$ cat config.mk
export PLATFORM = sky130hd
export DESIGN_NAME = priority_stack_sorted_insert_top
export DESIGN_NICKNAME = d
export VERILOG_FILES = /design/src/rtl/psi_pkg.sv /design/src/rtl/psi_cell.sv /design/src/rtl/priority_stack_sorted_insert_top.sv
export SDC_FILE = /design/constraint.sdc
export NUM_CORES = 2
export LEC_CHECK = 0
export ABC_AREA = 1
export BUFFER_PORTS_ARGS = -buffer_cell sky130_fd_sc_hd__buf_2
export CORE_ASPECT_RATIO = 1.1
export CORE_MARGIN = 4
export CORE_UTILIZATION = 29
export CTS_CLUSTER_SIZE = 10
export DETAILED_ROUTE_END_ITERATION = 8
export GPL_TIMING_DRIVEN = 0
export PLACE_DENSITY_LB_ADDON = 0.3
export SLEW_MARGIN = 5
export SYNTH_ARGS = -nofsm -noshare
export SYNTH_HDL_FRONTEND = slang
export SYNTH_SLANG_ARGS = --single-unit
$ cat constraint.sdc
create_clock -name clk -period 8 [get_ports clk]
set_input_delay 1.2 -clock clk [delete_from_list [all_inputs] [get_ports clk]]
set_output_delay 1.2 -clock clk [all_outputs]
set_load 0.02 [all_outputs]
$ cat src/rtl/psi_pkg.sv
// Shared constants and types for the sorted priority queue.
package psi_pkg;

  localparam int CAPACITY  = 16;
  localparam int ELEM_BITS = 32;
  localparam int PRIO_BITS = 8;
  localparam int CNT_BITS  = $clog2(CAPACITY + 1);

  typedef enum logic {
    KIND_PUSH = 1'b0,
    KIND_POP  = 1'b1
  } kind_t;

  typedef enum logic [1:0] {
    ST_OK    = 2'd0,
    ST_FULL  = 2'd1,
    ST_EMPTY = 2'd2
  } status_t;

  typedef struct packed {
    logic [ELEM_BITS-1:0] elem;
    logic [PRIO_BITS-1:0] prio;
  } entry_t;

  typedef struct packed {
    logic push;
    logic pop;
  } cell_ctl_t;

endpackage

$ cat src/rtl/psi_cell.sv
// One slot of the sorted chain: compare against the pushed entry and shift on push or pop.
module psi_cell (
  input  logic              clk,
  input  psi_pkg::cell_ctl_t ctl,
  input  logic              occupied,
  input  psi_pkg::entry_t   new_entry,
  input  psi_pkg::entry_t   left_q,
  input  logic              left_stays,
  input  psi_pkg::entry_t   right_q,
  output psi_pkg::entry_t   data_q,
  output psi_pkg::entry_t   data_nxt,
  output logic              stays
);
  import psi_pkg::*;

  entry_t data_r;

  assign stays = occupied && (data_r.prio > new_entry.prio);

  always_comb begin
    data_nxt = data_r;
    if (ctl.push) begin
      if (!stays) begin
        data_nxt = left_stays ? new_entry : left_q;
      end
    end else if (ctl.pop) begin
      data_nxt = right_q;
    end
  end

  always_ff @(posedge clk) begin
    data_r <= data_nxt;
  end

  assign data_q = data_r;

endmodule

$ cat src/rtl/priority_stack_sorted_insert_top.sv
// Top level of the sorted priority queue built as a chain of compare-and-shift cells.
//
// Input channel: in_valid/in_stall carry one request (in_kind, in_elem, in_prio).
// A push inserts the entry ahead of the first stored entry whose priority is
// less than or equal to its own, so equal priorities leave last-in first-out;
// a pop removes the front entry. Every request yields exactly one result on
// out_valid/out_stall: front element and priority (zero when empty), count,
// empty flag and status (ok, push dropped when full, pop on empty).
// The result is registered and appears in the cycle after acceptance. Throughput
// is one request per cycle unless a result waits under out_stall; all cells compare
// and shift in parallel in the same cycle, so the chain length does not add cycles.
// The result register is the only buffer: while a result waits under
// out_stall, in_stall is raised and the queue holds its contents.
// Reset empties the queue (count zero) and clears the result valid; slot
// contents are not cleared and are never shown before being written.
module priority_stack_sorted_insert_top (
  input  logic                          clk,
  input  logic                          rst_n,
  input  logic                          in_valid,
  output logic                          in_stall,
  input  logic                          in_kind,
  input  logic [psi_pkg::ELEM_BITS-1:0] in_elem,
  input  logic [psi_pkg::PRIO_BITS-1:0] in_prio,
  output logic                          out_valid,
  input  logic                          out_stall,
  output logic [psi_pkg::ELEM_BITS-1:0] out_front_elem,
  output logic [psi_pkg::PRIO_BITS-1:0] out_front_prio,
  output logic [psi_pkg::CNT_BITS-1:0]  out_count,
  output logic                          out_is_empty,
  output logic [1:0]                    out_status
);
  import psi_pkg::*;

  logic                 accept;
  logic                 is_full;
  logic                 is_none;
  cell_ctl_t            ctl;
  entry_t               new_entry;
  entry_t               cell_q   [CAPACITY];
  entry_t               cell_d   [CAPACITY];
  logic                 cell_stay[CAPACITY];
  logic [CNT_BITS-1:0]  fill_r, fill_nxt;
  status_t              status_nxt;

  logic                 out_valid_r, out_valid_nxt;
  logic [ELEM_BITS-1:0] out_elem_r;
  logic [PRIO_BITS-1:0] out_prio_r;
  logic [CNT_BITS-1:0]  out_count_r;
  logic                 out_empty_r;
  status_t              out_status_r;

  assign in_stall  = out_valid_r && out_stall;
  assign accept    = in_valid && !in_stall;
  assign is_full   = (fill_r == CNT_BITS'(CAPACITY));
  assign is_none   = (fill_r == '0);
  assign new_entry = '{elem: in_elem, prio: in_prio};

  always_comb begin
    ctl.push   = accept && (kind_t'(in_kind) == KIND_PUSH) && !is_full;
    ctl.pop    = accept && (kind_t'(in_kind) == KIND_POP) && !is_none;
    fill_nxt   = fill_r;
    status_nxt = ST_OK;
    if (ctl.push) begin
      fill_nxt = fill_r + 1'b1;
    end else if (ctl.pop) begin
      fill_nxt = fill_r - 1'b1;
    end
    if (kind_t'(in_kind) == KIND_PUSH) begin
      if (is_full) status_nxt = ST_FULL;
    end else begin
      if (is_none) status_nxt = ST_EMPTY;
    end
  end

  for (genvar i = 0; i < CAPACITY; i++) begin : g_cell
    entry_t left_q;
    logic   left_stays;
    entry_t right_q;

    if (i == 0) begin : g_head
      assign left_q     = new_entry;
      assign left_stays = 1'b1;
    end else begin : g_body
      assign left_q     = cell_q[i-1];
      assign left_stays = cell_stay[i-1];
    end

    if (i == CAPACITY - 1) begin : g_tail
      assign right_q = cell_q[i];
    end else begin : g_mid
      assign right_q = cell_q[i+1];
    end

    psi_cell u_cell (
      .clk        (clk),
      .ctl        (ctl),
      .occupied   (CNT_BITS'(i) < fill_r),
      .new_entry  (new_entry),
      .left_q     (left_q),
      .left_stays (left_stays),
      .right_q    (right_q),
      .data_q     (cell_q[i]),
      .data_nxt   (cell_d[i]),
      .stays      (cell_stay[i])
    );
  end

  always_comb begin
    out_valid_nxt = out_valid_r;
    if (accept) begin
      out_valid_nxt = 1'b1;
    end else if (!out_stall) begin
      out_valid_nxt = 1'b0;
    end
  end

  always_ff @(posedge clk) begin
    if (!rst_n) begin
      fill_r      <= '0;
      out_valid_r <= 1'b0;
    end else begin
      fill_r      <= fill_nxt;
      out_valid_r <= out_valid_nxt;
    end
  end

  always_ff @(posedge clk) begin
    if (accept) begin
      out_elem_r   <= (fill_nxt != '0) ? cell_d[0].elem : '0;
      out_prio_r   <= (fill_nxt != '0) ? cell_d[0].prio : '0;
      out_count_r  <= fill_nxt;
      out_empty_r  <= (fill_nxt == '0);
      out_status_r <= status_nxt;
    end
  end

  assign out_valid      = out_valid_r;
  assign out_front_elem = out_elem_r;
  assign out_front_prio = out_prio_r;
  assign out_count      = out_count_r;
  assign out_is_empty   = out_empty_r;
  assign out_status     = out_status_r;

  a_fill_range: assert property (@(posedge clk) disable iff (!rst_n)
    fill_r <= CNT_BITS'(CAPACITY))
    else $error("fill exceeds capacity");

  a_full_count: assert property (@(posedge clk) disable iff (!rst_n)
    out_valid_r && (out_status_r == ST_FULL) |-> out_count_r == CNT_BITS'(CAPACITY))
    else $error("full status with non-full count");

  a_pop_shrinks: assert property (@(posedge clk) disable iff (!rst_n)
    ctl.pop |=> fill_r == $past(fill_r) - 1'b1)
    else $error("pop did not shrink the queue");

  a_front_order: assert property (@(posedge clk) disable iff (!rst_n)
    fill_r >= CNT_BITS'(2) |-> cell_q[0].prio >= cell_q[1].prio)
    else $error("front entries out of order");

  a_stall_block: assert property (@(posedge clk) disable iff (!rst_n)
    out_valid_r && out_stall |-> !ctl.push && !ctl.pop)
    else $error("queue changed while result stalled");

endmodule

# [Word level (Yosys, flattened, before mapping)]
# Cells that the tools add are included.
# W data, S select, Z words.
[word_totals] register_bits=694 inputBits=45 out_inout_bits=50
[classes] n_addsub=2 magnitude_cmp=32 eq_ne=16 mux=67 n_bitwise=2 n_reduce_logical=44
[ops] operator="$mux W40" n=60
[ops] operator="$gt A8 B8 Y1" n=16
[ops] operator="$lt A4 B5 Y1 const A" n=8
[ops] operator="$reduce_and A2 Y1" n=15
[ops] operator="$ne A2 B2 Y1 const B" n=14
[ops] operator="$logic_and A1 B1 Y1" n=22
[ops] operator="$lt A3 B5 Y1 const A" n=4
[ops] operator="$logic_not A5 Y1" n=2
[ops] operator="$lt A1 B5 Y1 const A" n=2
[ops] operator="$lt A2 B5 Y1 const A" n=2
[ops] operator="$mux W5" n=2
[ops] operator="$add A5 B1 Y5 const B" n=1
[ops] operator="$eq A5 B5 Y1 const B" n=1
[ops] operator="$reduce_bool A5 Y1" n=1
[ops] operator="$sub A5 B1 Y5 const B" n=1
[ops] operator="$mux W2" n=2
[ops] operator="$logic_not A1 Y1" n=3
[ops] operator="$mux W1" n=3
[ops] operator="$ne A2 B1 Y1 const B" n=1
[ops] operator="$not A1 Y1" n=2
[ops] operator="$reduce_bool A2 Y1" n=1

# [Longest topological paths before layout]
[depth] ltp_word=8 mapped_depth=17

# [By module]
# Synthesis repeated with hierarchy kept, for this count alone.
[hier_totals] cells_unflattened=7844 area_unflattened_um2=50761.2
[modules_own_cells] module="psi_cell" n_inst=16 cells_per_inst=475 area_each_um2=2999.1 seq_area_each_um2=800.8
[modules_own_cells] module="priority_stack_sorted_insert_top" n_inst=1 cells_per_inst=244 area_each_um2=2775.2 seq_area_each_um2=1561.5

# [Worst setup path after synthesis]
# No wires, ideal clock.
[synth_path] path_kind="input -> register" from="in in_prio[7] (netlist name)" to="reg g_cell[9].u_cell.data_r, in the netlist g_cell[9].u_cell.data_q[0] (enable)" setup_ps=493 t_arrival_ps=5848 required_time_ps=7507 slack_ps=1660 stages=12 path_cell_list="inv_1 clkbuf_1 ha_1 nand2_1 nor3_1 nand3_1 nand2_1 inv_1 nand2_1 inv_1 buf_2 o21ai_0"
[synth_via] elab_chain_cells=4
[synth_rtl] item="from (decl)" line_no="priority_stack_sorted_insert_top.sv:23" text="input logic [psi_pkg::PRIO_BITS-1:0] in_prio,"
[synth_rtl] item="$gt A8 B8 Y1" line_no="psi_cell.sv:18" text="assign stays = occupied && (data_r.prio > new_entry.prio);"
[synth_rtl] item="$logic_and A1 B1 Y1" line_no="psi_cell.sv:18"
[synth_rtl] item="$ne A2 B2 Y1 (no source line)"
[synth_rtl] item="$reduce_and A2 Y1 (no source line)"
[synth_rtl] item="to (signal assigned)" line_no="psi_cell.sv:32" text="data_r <= data_nxt;"
[synth_rtl] item="to (decl)" line_no="psi_cell.sv:16" text="entry_t data_r;"
# Every way passes these cells.
# A chain may end at the register's enable or synchronous reset.

# [Final worst setup path]
[layout_path] from="in in_prio[3] (netlist name)" to="reg g_cell[7].u_cell.data_r, in the netlist g_cell[7].u_cell.data_q[2] (enable)"
[layout_via] elab_chain_cells=4
[layout_rtl] item="$gt A8 B8 Y1" line_no="psi_cell.sv:18"
[layout_rtl] item="$logic_and A1 B1 Y1" line_no="psi_cell.sv:18"
[layout_rtl] item="$ne A2 B2 Y1 (no source line)"
[layout_rtl] item="$reduce_and A2 Y1 (no source line)"
[layout_rtl] item="to (signal assigned)" line_no="psi_cell.sv:32"
[layout_rtl] item="to (decl)" line_no="psi_cell.sv:16"
# Every way passes these cells.

==> summary.txt <==
Status
  – Status: completed

Hold path
  – Worst Hold Class: reg -> reg

Synthesis
  – FF+latch count, synth: 694
  – Cells after Synth: 5021
  – Ys Warns: 0
  – Mean Syn Cell Area: 8.02 um^2
  – Synth area leaders: edfxtp_1 (48%), nand2_1 (14%), nand3_1 (13%)
  – Count of cell types in the netlist: 35
  – Ys flop type: edfxtp_1
  – Async SR Flop Fraction: 0%
  – Register area share after synthesis: 50.6%
  – Mapped Nets: 5198
  – Syn Std Cell Area: 0.0403 mm^2
  – Leading area contributor after synthesis: edfxtp_1
  – Top-area cell type share of the netlist area: 48.3%
  – Post-synth EDFFs: 648

Global routing
  – Global route total overflow: 0
  – Vias in the first global route: 32600
  – Global-route wire length before repair: 187 mm
  – Initial antenna violation count: 1
  – Total global-route track usage: 16.4%
  – Largest net degree at the start of global routing: 39

Routing
  – DR vias/cell: 4.56
  – Residual DRC: 0
  – WL met2: 61.5 mm
  – Routed WL per cell: 17.1 um
  – Met3 Routed Length: 4.73 mm
  – WL met1: 50.3 mm
  – Drt first-iter violations: 2272
  – Via count: 32300
  – Post-route ant nets: 0
  – Max layer used: met4
  – First-pass DRT Iterations: 6
  – Total wire length: 121 mm

Placement
  – DP HPWL: 97.8 mm
  – Post-Place Cells: 6943
  – PortBufs: 94
  – Placer congestion estimate: 0.886

Setup path
  – Worst path arrival time: 4.89 ns
  – Required @ worst endpoint: 8.41 ns
  – CP Class: in -> reg
  – Critical Path, Cell by Cell: buf_2 > inv_1 > clkbuf_2 > ha_1 > nand2_1 > nor2_1 > a31oi_1 > clkbuf_1 > a31oi_4 > buf_16
  – Slowest CP cell: a31oi_1
  – Slowest cell delay on critical path: 0.92 ns
  – CP startpoint kind: primary input
  – Worst Path Max Fanout: 25
  – Critical path capture point type: flip-flop

STA
  – RSZ-0062 raised after global routing: false
  – Max-slew violations: 0
  – Final Hold Fails: 0
  – Post-layout min period: 4.48 ns
  – Clock skew: 0.0215 ns
  – Worst Max-Slew Pin Slew: 1.19 ns
  – Fin crit share: 56.0%
  – Final setup viols: 0
  – Max Clk Rate: 223 MHz
  – Final Hold Slack: 0.506 ns
  – Worst slew margin: 20.1%

Clock tree
  – H-tree lvl count: 3
  – Clock latency at the later pin of the worst-skew pair: 0.67 ns
  – Longest Clk Path Bufs: 3
  – CTS tree: done
  – Post-cts gate resize count: 0
  – Post-CTS Setup Inserts: 0
  – Worst-path clk slew: 0.06 ns
  – TritonCTS sink count: 694
  – Clk root buf: clkbuf_16
  – TritonCTS Buffers: 82
  – Cts hold-fix bufs: 0

Floorplanning
  – # rows: 143
  – Die width: 363 um
  – Die Ht: 399 um
  – Io pins: 95
  – Initial core utilization: 29.2%
  – CORE AREA: 0.138 mm^2
  – Die area: 0.145 mm^2

Layout
  – Nets: 5392
  – Area Overhead vs Synth: 14.5%
  – Layout cells sized above 1: 7.68%
  – Non-Filler Instances: 7077

Power
  – P_int: 8.57 mW
  – Pleak: 20.7 nW
  – Sw power: 5.00 mW
  – Comb pwr share: 33.3%
  – Clock Power Share: 26.1%
  – Pwr dens: 295 mW/mm^2
  – Sw Ratio: 36.9%
  – Sequential power share: 40.6%
  – Peak supply drop: 0.000162 V

Run
  – Max-capacitance violation count: 0
-- per-layer routing --
| metal | up-vias | global-route usage [%] |
|---|---|---|
| met1 | 14400 | 19.3 |
| met2 | 699 | 30.7 |
| li1 | 17000 | - |
| met4 | 0 | 6.25 |
| met5 | - | 0 |
| met3 | 160 | 1.75 |
-- cell type report --
class,instances,area (um^2)
clock buffer,124,2330
buffer,359,1570
multi-input combinational,3275,15900
timing repair buffer,110,896
sequential,694,20400
tap,1812,2270
inverter,693,2600
fill,14700,91900
clock inverter,8,108
antenna,2,5.00
-- flip-flops by register name, summed over array words and instances, names as in the netlist --
register	count
g_cell.u_cell.data_q	640
fill_r	5
out_count	5
out_valid	1
out_front_elem	32
out_front_prio	8
out_is_empty	1
out_status	2
-- per-stage QoR --
| step | total power [mW] | utilization (%) | cell area [um^2] | setup slack (ns) | TNS [ns] |
|---|---|---|---|---|---|
| finish | 13.6 | 33.4 | 46100 | 3.52 | 0 |
| global route | 14.5 | 33.4 | 46100 | 3.41 | 0 |
| CTS | 13.7 | 33.4 | 46100 | 3.20 | 0 |
| detailed placement | 10.1 | 31.6 | 43600 | 2.48 | 0 |
| global placement | 9.93 | 31.2 | 43000 | -1.10 | -85.06 |
| floorplan | 8.63 | - | 40300 | 1.66 | 0 |
-- worst max-delay path: cells and delay by family --
| family | cells | cell delay (ns) |
|---|---|---|
| AOI/OAI and AO/OA | 2 | 1.28 |
| adders and majority gates | 1 | 0.37 |
| buffers and inverters | 5 | 1.83 |
| and+or+nand+nor | 2 | 0.16 |
-- Yosys cell counts, types with 4 or more instances --
master	instances
nor2_2	4
nand2_2	8
nor2_1	49
nand4_1	7
buf_6	5
dfxtp_1	46
a22oi_1	40
nor3_1	4
edfxtp_1	648
o21a_1	11
clkbuf_1	217
o21ai_0	318
nand3_1	1023
inv_1	675
ha_1	132
inv_2	16
buf_2	131
a31oi_1	14
buf_4	4
a21oi_1	103
o21ai_1	66
nand2_1	1481
-- layout by cell type, fill, tap and decap left out, drive strengths merged, types with 11 or more instances in the layout --
cell    instances
nor2           55
nand3        1025
o21a           11
clkbuf        341
edfxtp        648
a31oi          16
inv           693
a21oi         104
nand2        1489
buf           252
a22oi          40
o21ai         384
dfxtp          46
ha            132
-- cell families after synthesis --
family / Yosys count / share of synthesized area (%)
AND/OR/NAND/NOR: 2583 / 27.5
buffers and inverters: 1052 / 10.3
adder cells (fa/ha/maj): 132 / 4.10
AO/OA/AOI/OAI: 558 / 7.36
XOR/XNOR: 2 / 0.0435
flip-flops: 694 / 50.6
-- power by group through the flow --
| stage | clock [mW] | sequential (mW) | combinational, mW |
|---|---|---|---|
| 2_1_floorplan | 0 | 5.66 | 2.97 |
| 3_3_place_gp | 0 | 5.64 | 4.29 |
| 3_5_place_dp | 0 | 5.58 | 4.54 |
| 4_1_cts | 3.64 | 5.51 | 4.56 |
| 5_1_grt | 3.78 | 5.59 | 5.14 |
| 6_report | 3.54 | 5.51 | 4.52 |
-- path summary, 6_finish.rpt --
check,startpoint,to,slack [ns],depth (start not counted)
max reg2reg,fill_r[0],g_cell[13].u_cell.data_q[0],4.22,11
min reg2reg,g_cell[0].u_cell.data_q[22],g_cell[0].u_cell.data_q[22],0.51,2
min,g_cell[0].u_cell.data_q[22],g_cell[0].u_cell.data_q[22],0.51,2
max,in_prio[3],g_cell[7].u_cell.data_q[2],3.52,10
No activity file was read; power rests on OpenSTA's default activity.
